<file path="config.mk">
export PLATFORM = sky130hd
export DESIGN_NAME = sync_length_crc8_frame_decoder
export DESIGN_NICKNAME = d
export VERILOG_FILES = /design/src/rtl/slcfd_pkg.sv /design/src/rtl/sync_length_crc8_frame_decoder.sv
export VERILOG_INCLUDE_DIRS = /design/src /design/src/rtl
export SDC_FILE = /design/constraint.sdc
export NUM_CORES = 1
export LEC_CHECK = 0
export ABC_AREA = 1
export CELL_PAD_IN_SITES_DETAIL_PLACEMENT = 2
export CELL_PAD_IN_SITES_GLOBAL_PLACEMENT = 2
export CORE_AREA = 2 2 150 152
export DETAILED_ROUTE_END_ITERATION = 10
export DIE_AREA = 0 0 152 154
export DONT_BUFFER_PORTS = 1
export GPL_TIMING_DRIVEN = 1
export HOLD_SLACK_MARGIN = 0.15
export PLACE_DENSITY_LB_ADDON = 0.1
export SYNTH_ARGS = -nofsm -noshare
export SYNTH_HDL_FRONTEND = slang
export SYNTH_SLANG_ARGS = --single-unit
</file>
<file path="constraint.sdc">
create_clock -name clk -period 6.6 [get_ports clk]
set_input_delay 0.33 -clock clk [delete_from_list [all_inputs] [get_ports clk]]
set_output_delay 0.33 -clock clk [all_outputs]
set_load 0.05 [all_outputs]
</file>
<file path="src/rtl/assert_macros.svh">
// Assertion helpers included by the frame decoder RTL.
`ifndef ASSERT_MACROS_SVH
`define ASSERT_MACROS_SVH

// Clocked check that is switched off while reset is held.
`define ASSERT_SYNC(lbl, clk, rst_n, prop) \
  lbl: assert property (@(posedge clk) disable iff (!rst_n) prop) \
    else $error("assertion failed");

// Clocked check that also holds through reset.
`define ASSERT_ALWAYS(lbl, clk, prop) \
  lbl: assert property (@(posedge clk) prop) else $error("assertion failed");

`endif

</file>
<file path="src/rtl/slcfd_pkg.sv">
package slcfd_pkg;

  localparam logic [7:0] SYNC_FIRST  = 8'hA5;
  localparam logic [7:0] SYNC_SECOND = 8'h5A;
  localparam logic [7:0] CRC8_GENERATOR = 8'h07;
  localparam logic [7:0] CRC_TOPBIT  = 8'h80;
  localparam logic [15:0] MIN_PAYLOAD = 16'd4;

  localparam logic [7:0]  ACCEPTED_COMMAND_RST = 8'h01;
  localparam logic [15:0] MAX_PAYLOAD_LEN_RST  = 16'd1024;

  localparam int CFG_INDEX_W = 2;
  localparam logic [CFG_INDEX_W-1:0] CFG_ACCEPTED_COMMAND = 2'd0;
  localparam logic [CFG_INDEX_W-1:0] CFG_MAX_PAYLOAD_LEN  = 2'd1;

  typedef enum logic [2:0] {
    ST_OK      = 3'd0,
    ST_BADCMD  = 3'd1,
    ST_BADCRC  = 3'd2,
    ST_SHORT   = 3'd3,
    ST_TOOLONG = 3'd4
  } status_t;

  typedef enum logic [6:0] {
    PH_HUNT1   = 7'b0000001,
    PH_HUNT2   = 7'b0000010,
    PH_LENH    = 7'b0000100,
    PH_LENL    = 7'b0001000,
    PH_CMD     = 7'b0010000,
    PH_PAYLOAD = 7'b0100000,
    PH_CRC     = 7'b1000000
  } phase_t;

  function automatic logic [7:0] crc8_update(input logic [7:0] crc, input logic [7:0] b);
    logic [7:0] c;
    c = crc ^ b;
    for (int k = 0; k < 8; k++) begin
      if ((c & CRC_TOPBIT) != 8'h00) begin
        c = {c[6:0], 1'b0} ^ CRC8_GENERATOR;
      end else begin
        c = {c[6:0], 1'b0};
      end
    end
    return c;
  endfunction

endpackage

</file>
<file path="src/rtl/sync_length_crc8_frame_decoder.sv">
// Channel | Direction | Transfer content
// in_     | slave     | tdata[7:0] rx_byte
// out_    | master    | tdata command, scan_type, gain_setting, integration_time; tuser status
// cfg_    | slave     | cfg_index register number, cfg_data value
//
// One received byte is taken every cycle while in_tready is high; its parse step and CRC update complete in that cycle.
// A frame result appears in the output register the cycle after its last byte is taken.
// in_tready is low only while a result waits in the output register and out_tready is low.
// Synchronous active-low reset returns the parser to the sync hunt and empties the output.
// Configuration writes are always accepted; cfg_ready stays high.
`include "assert_macros.svh"

module sync_length_crc8_frame_decoder (
  input  logic        clk,
  input  logic        rst_n,
  input  logic        in_tvalid,
  output logic        in_tready,
  input  logic [7:0]  in_tdata,   // [7:0] rx_byte
  output logic        out_tvalid,
  input  logic        out_tready,
  output logic [39:0] out_tdata,  // [7:0] command, [15:8] scan_type, [23:16] gain_setting,
                                  // [39:24] integration_time
  output logic [2:0]  out_tuser,  // [2:0] frame_status
  input  logic        cfg_valid,
  output logic        cfg_ready,
  input  logic [slcfd_pkg::CFG_INDEX_W-1:0] cfg_index,
  input  logic [15:0] cfg_data
);

  logic [7:0]  acc_cmd_r;
  logic [15:0] max_len_r;

  slcfd_pkg::phase_t phase_r, phase_nxt;
  logic [15:0] decl_len_r, decl_len_nxt;
  logic [15:0] left_r, left_nxt;
  logic [7:0]  crc_r, crc_nxt;
  logic [7:0]  cmd_r, cmd_nxt;
  logic [7:0]  type_r, type_nxt;
  logic [7:0]  gain_r, gain_nxt;
  logic [15:0] integ_r, integ_nxt;

  logic        out_valid_r, out_valid_nxt;
  logic [39:0] out_data_r, out_data_nxt;
  logic [2:0]  out_user_r, out_user_nxt;

  logic        in_fire;
  logic        res_fire;
  logic [7:0]  b;
  logic [7:0]  crc_upd;
  logic [15:0] len_full;
  logic [15:0] pos;
  logic [15:0] left_dec;
  slcfd_pkg::status_t status;

  assign in_tready  = !out_valid_r || out_tready;
  assign in_fire    = in_tvalid && in_tready;
  assign cfg_ready  = 1'b1;
  assign out_tvalid = out_valid_r;
  assign out_tdata  = out_data_r;
  assign out_tuser  = out_user_r;

  assign b        = in_tdata;
  assign crc_upd  = slcfd_pkg::crc8_update(crc_r, b);
  assign len_full = {decl_len_r[15:8], b};
  assign pos      = decl_len_r - left_r;
  assign left_dec = left_r - 16'd1;

  always_comb begin
    if (decl_len_r < slcfd_pkg::MIN_PAYLOAD) begin
      status = slcfd_pkg::ST_SHORT;
    end else if (cmd_r != acc_cmd_r) begin
      status = slcfd_pkg::ST_BADCMD;
    end else if (crc_r != b) begin
      status = slcfd_pkg::ST_BADCRC;
    end else begin
      status = slcfd_pkg::ST_OK;
    end
  end

  always_comb begin
    phase_nxt    = phase_r;
    decl_len_nxt = decl_len_r;
    left_nxt     = left_r;
    crc_nxt      = crc_r;
    cmd_nxt      = cmd_r;
    type_nxt     = type_r;
    gain_nxt     = gain_r;
    integ_nxt    = integ_r;
    res_fire     = 1'b0;
    out_user_nxt = out_user_r;
    out_data_nxt = out_data_r;
    if (in_fire) begin
      unique case (phase_r)
        slcfd_pkg::PH_HUNT2: begin
          if (b == slcfd_pkg::SYNC_SECOND) begin
            phase_nxt = slcfd_pkg::PH_LENH;
          end else if (b != slcfd_pkg::SYNC_FIRST) begin
            phase_nxt = slcfd_pkg::PH_HUNT1;
          end
        end
        slcfd_pkg::PH_LENH: begin
          decl_len_nxt = {b, 8'h00};
          phase_nxt    = slcfd_pkg::PH_LENL;
        end
        slcfd_pkg::PH_LENL: begin
          decl_len_nxt = len_full;
          if (len_full > max_len_r) begin
            phase_nxt    = slcfd_pkg::PH_HUNT1;
            res_fire     = 1'b1;
            out_user_nxt = slcfd_pkg::ST_TOOLONG;
            out_data_nxt = '0;
          end else begin
            left_nxt  = len_full;
            phase_nxt = slcfd_pkg::PH_CMD;
          end
        end
        slcfd_pkg::PH_CMD: begin
          cmd_nxt   = b;
          crc_nxt   = slcfd_pkg::crc8_update(8'h00, b);
          type_nxt  = 8'h00;
          gain_nxt  = 8'h00;
          integ_nxt = 16'h0000;
          phase_nxt = (left_r == 16'd0) ? slcfd_pkg::PH_CRC : slcfd_pkg::PH_PAYLOAD;
        end
        slcfd_pkg::PH_PAYLOAD: begin
          crc_nxt = crc_upd;
          if (pos[15:2] == 14'd0) begin
            case (pos[1:0])
              2'd0:    type_nxt = b;
              2'd1:    gain_nxt = b;
              2'd2:    integ_nxt = {b, integ_r[7:0]};
              default: integ_nxt = {integ_r[15:8], b};
            endcase
          end
          left_nxt = left_dec;
          if (left_dec == 16'd0) begin
            phase_nxt = slcfd_pkg::PH_CRC;
          end
        end
        slcfd_pkg::PH_CRC: begin
          phase_nxt    = slcfd_pkg::PH_HUNT1;
          res_fire     = 1'b1;
          out_user_nxt = status;
          out_data_nxt = {integ_r, gain_r, type_r, cmd_r};
        end
        default: begin
          phase_nxt = (b == slcfd_pkg::SYNC_FIRST) ? slcfd_pkg::PH_HUNT2 : slcfd_pkg::PH_HUNT1;
        end
      endcase
    end
    if (res_fire) begin
      out_valid_nxt = 1'b1;
    end else if (out_tready) begin
      out_valid_nxt = 1'b0;
    end else begin
      out_valid_nxt = out_valid_r;
    end
  end

  always_ff @(posedge clk) begin
    if (!rst_n) begin
      acc_cmd_r   <= slcfd_pkg::ACCEPTED_COMMAND_RST;
      max_len_r   <= slcfd_pkg::MAX_PAYLOAD_LEN_RST;
      phase_r     <= slcfd_pkg::PH_HUNT1;
      decl_len_r  <= 16'h0000;
      left_r      <= 16'h0000;
      crc_r       <= 8'h00;
      cmd_r       <= 8'h00;
      type_r      <= 8'h00;
      gain_r      <= 8'h00;
      integ_r     <= 16'h0000;
      out_valid_r <= 1'b0;
    end else begin
      if (cfg_valid && cfg_ready) begin
        if (cfg_index == slcfd_pkg::CFG_ACCEPTED_COMMAND) begin
          acc_cmd_r <= cfg_data[7:0];
        end else if (cfg_index == slcfd_pkg::CFG_MAX_PAYLOAD_LEN) begin
          max_len_r <= cfg_data;
        end
      end
      phase_r     <= phase_nxt;
      decl_len_r  <= decl_len_nxt;
      left_r      <= left_nxt;
      crc_r       <= crc_nxt;
      cmd_r       <= cmd_nxt;
      type_r      <= type_nxt;
      gain_r      <= gain_nxt;
      integ_r     <= integ_nxt;
      out_valid_r <= out_valid_nxt;
    end
  end

  always_ff @(posedge clk) begin
    out_data_r <= out_data_nxt;
    out_user_r <= out_user_nxt;
  end

  `ASSERT_SYNC(a_crc_gives_result, clk, rst_n,
    in_fire && phase_r == slcfd_pkg::PH_CRC |=> out_tvalid && out_tuser != slcfd_pkg::ST_TOOLONG)
  `ASSERT_SYNC(a_no_overwrite, clk, rst_n, out_tvalid && !out_tready |-> !in_tready)
  `ASSERT_SYNC(a_toolong_zero, clk, rst_n,
    out_tvalid && out_tuser == slcfd_pkg::ST_TOOLONG |-> out_tdata == 40'd0)
  `ASSERT_SYNC(a_hunt_stays_hunt, clk, rst_n,
    in_fire && phase_r == slcfd_pkg::PH_HUNT1 |=>
      phase_r == slcfd_pkg::PH_HUNT1 || phase_r == slcfd_pkg::PH_HUNT2)
  `ASSERT_ALWAYS(a_reset_empties, clk, !rst_n |=> !out_tvalid)

endmodule

</file>
==> results.ini <==
[global_route]
grt_overflow=0
antenna_found_initial=0
grt_pass1_vias=8493
grt_use_total_pct=25.9
grt_max_degree=80
grt_pass1_wl_mm=47.3

[clock_tree]
hold_buffers=29
clock_latency_ns=0.45
cts_buffer_depth=2
cts_tree=built
post_cts_buffers=0
clk_pin_slew_ns=0.07
cts_resized=0
cts.sinks=155
htree_levels=4
clock-root-buffer=clkbuf_16
cts_inserted_buffers=17

[setup_path]
cp-start-kind=flip-flop
reg2reg_depth=9
r2r_end=gain_r[7]$_SDFFE_PN0P_
critPathKind=flip-flop to flip-flop
cp.required_ns=6.97
critical_path.max_fanout=39
arrival_ns=4.42
ff2ff_setup_slack_ns=2.55
crit_end=gain_r[7]$_SDFFE_PN0P_
crit_path_end_kind=flip-flop
timing.rr.start=phase_r[0]$_SDFFE_PN1P_
critPathLaunch=phase_r[0]$_SDFFE_PN1P_

[power_and_ir_drop]
p_leak_nw=4.06
total_power_w=0.00221
ir_drop_mv=0.153
p_per_area_nw_per_um2=230

[place]
post_dp_cell_area_sq_um=8720
place.gp.congestion=0.785
hpwl_mm=20.1
port_buffers=0
post-place-ws_ns=2.66

[die]
die_area_sq_um=23400
coreArea_sq_um=21700
ios=77
initial_core_util_pct=39.5
rows=54
die_x_um=152
die-height_um=154

[yosys]
async_reset_ff_share_pct=0
synth_top_cell_by_area=dfxtp_1
ys_types=40
syn_inst=1161
synth_edf_count=43
synth.area.top_cells=dfxtp_1, edfxtp_1, nand2_1
synth_top_area_share_pct=26.2
syn-num-nets=1235
synth_ff_type=dfxtp_1
yosysSeqAreaShare_pct=41.3
yosys_warnings=0
ys_seq_elements=155
post_synth.cell_area_avg_sq_um=7.38
synth_area_sq_um=8560

[final_layout]
antennaDiodeCount=0
layout.area.seq_sq_um=3530
multi_input_area_sq_um=4220
stdcell_area_sq_um=9610
final_common_cell=nand2_1
final_cell_mix=nand2_1, nor2_1, inv_1, dfxtp_1, a21oi_1
area_growth_pct=12.2
drive_gt1_share_pct=6.20
final_nets=1238
fillers=2474

[timing]
max_slew_margin_pct=17.0
rsz0062_at_grt=false
skew_ns=0.0125
fin_tns_setup_ns=0
finalSetupViolations=0
fmax_mhz=247
fin_crit_sh_pct=61.4
hold_viol=0
drv_slew=0
worst_slack_ns=2.55
worst_pin_slew_ns=1.24
fin_crit_ns=4.05

[detailed_routing]
drt.antenna.violating_nets=0
via_count=7714
wl_per_cell_um=20.7
vias_per_cell=5.29
wirelength_mm=30.1
drcViolationCount=0
drt-initial-drc-count=369
dr.pass1.iters=4

[min_path]
hp-class=primary input to flip-flop

[job]
max-cap-violations=0

[status]
outcome=complete, no violations

==> sequential cells by signal (all words and copies together), names as in the netlist <==
register / cells
max_len_r: 16
cmd_r: 8
acc_cmd_r: 8
crc_r: 8
integ_r: 16
gain_r: 8
phase_r: 7
out_tuser: 3
left_r: 16
decl_len_r: 16
out_tdata: 40
out_tvalid: 1
type_r: 8
==> per-stage QoR <==
stage,hold slack [ns],std cells,utilization [%]
after floorplan,0.433,1161,-
after global placement,0.435,1396,40.2
after detailed placement,0.434,1396,40.2
after CTS,0.154,1457,44.3
after global routing,0.164,1457,44.3
final,0.159,1457,44.3
==> where the power goes <==
part / switching (W) / internal, W
logic: 0.000140 / 0.0000782
clock network: 0.000488 / 0.000507
registers: 0.00000975 / 0.000983
total: 0.000638 / 0.00157
==> layer usage <==
layer / vias up / global-route usage [%] / part of all wire, %
li1: 3730 / - / -
met1: 3788 / 29.9 / 42
met2: 142 / 48.1 / 52
met3: 54 / 3.92 / 2.2
met4: 0 / 9.97 / 3.1
met5: - / 0 / 0
==> critical path: stages (launching register included) <==
cell and delay, ns:
dfxtp_1 0.36, nor4_4 0.36, nand3_2 0.66, inv_2 0.70
nor2_1 0.14, nor2_2 0.77, nand3_2 0.53, nand2_1 0.21
nand2_1 0.08, nor2_1 0.15
==> final cells by class <==
cell class,count,share of cell area [%]
Inverter,161,6.29
Sequential cell,155,36.8
Clock inverter,14,1.60
Clock buffer,18,4.47
Multi-Input combinational cell,799,43.9
Tap cell,280,3.65
Timing Repair Buffer,30,3.28
==> worst min-delay path by stage <==
stage / cells past startpoint / slack [ns] / start / endpoint
global placement: 1 / 0.44 / rst_n / phase_r[0]$_SDFFE_PN1P_
detailed placement: 1 / 0.43 / rst_n / phase_r[0]$_SDFFE_PN1P_
floorplan: 2 / 0.43 / max_len_r[1]$_SDFFE_PN0P_ / max_len_r[1]$_SDFFE_PN0P_
finish: 2 / 0.16 / in_tdata[3] / cmd_r[3]$_SDFFE_PN0P_
global route: 2 / 0.16 / in_tdata[2] / cmd_r[2]$_SDFFE_PN0P_
CTS: 2 / 0.15 / in_tdata[3] / cmd_r[3]$_SDFFE_PN0P_
==> cell families (layout without fill, tap and decap cells) <==
| logic type | Yosys count | count (layout) | share of synthesized area, % |
|---|---|---|---|
| AO/OA/AOI/OAI | 194 | 194 | 11.7 |
| XOR/XNOR | 53 | 53 | 5.42 |
| adder cells (fa/ha/maj) | 43 | 43 | 6.37 |
| buffers and inverters | 207 | 223 | 9.54 |
| flip-flops | 155 | 155 | 41.3 |
| other | 1 | 1 | 0.0438 |
| AND/OR/NAND/NOR | 508 | 508 | 25.7 |
==> cell usage after synthesis (6+ instances only) <==
library cell	n
a21oi_1	106
clkbuf_1	34
dfxtp_1	112
edfxtp_1	43
ha_1	42
inv_1	149
inv_2	9
nand2_1	233
nand2_2	9
nand3_1	44
nand4_1	28
nor2_1	160
nor2_2	6
nor3_1	6
o21ai_0	75
xnor2_1	31
xor2_1	22
(Power assumes the default switching activity.)
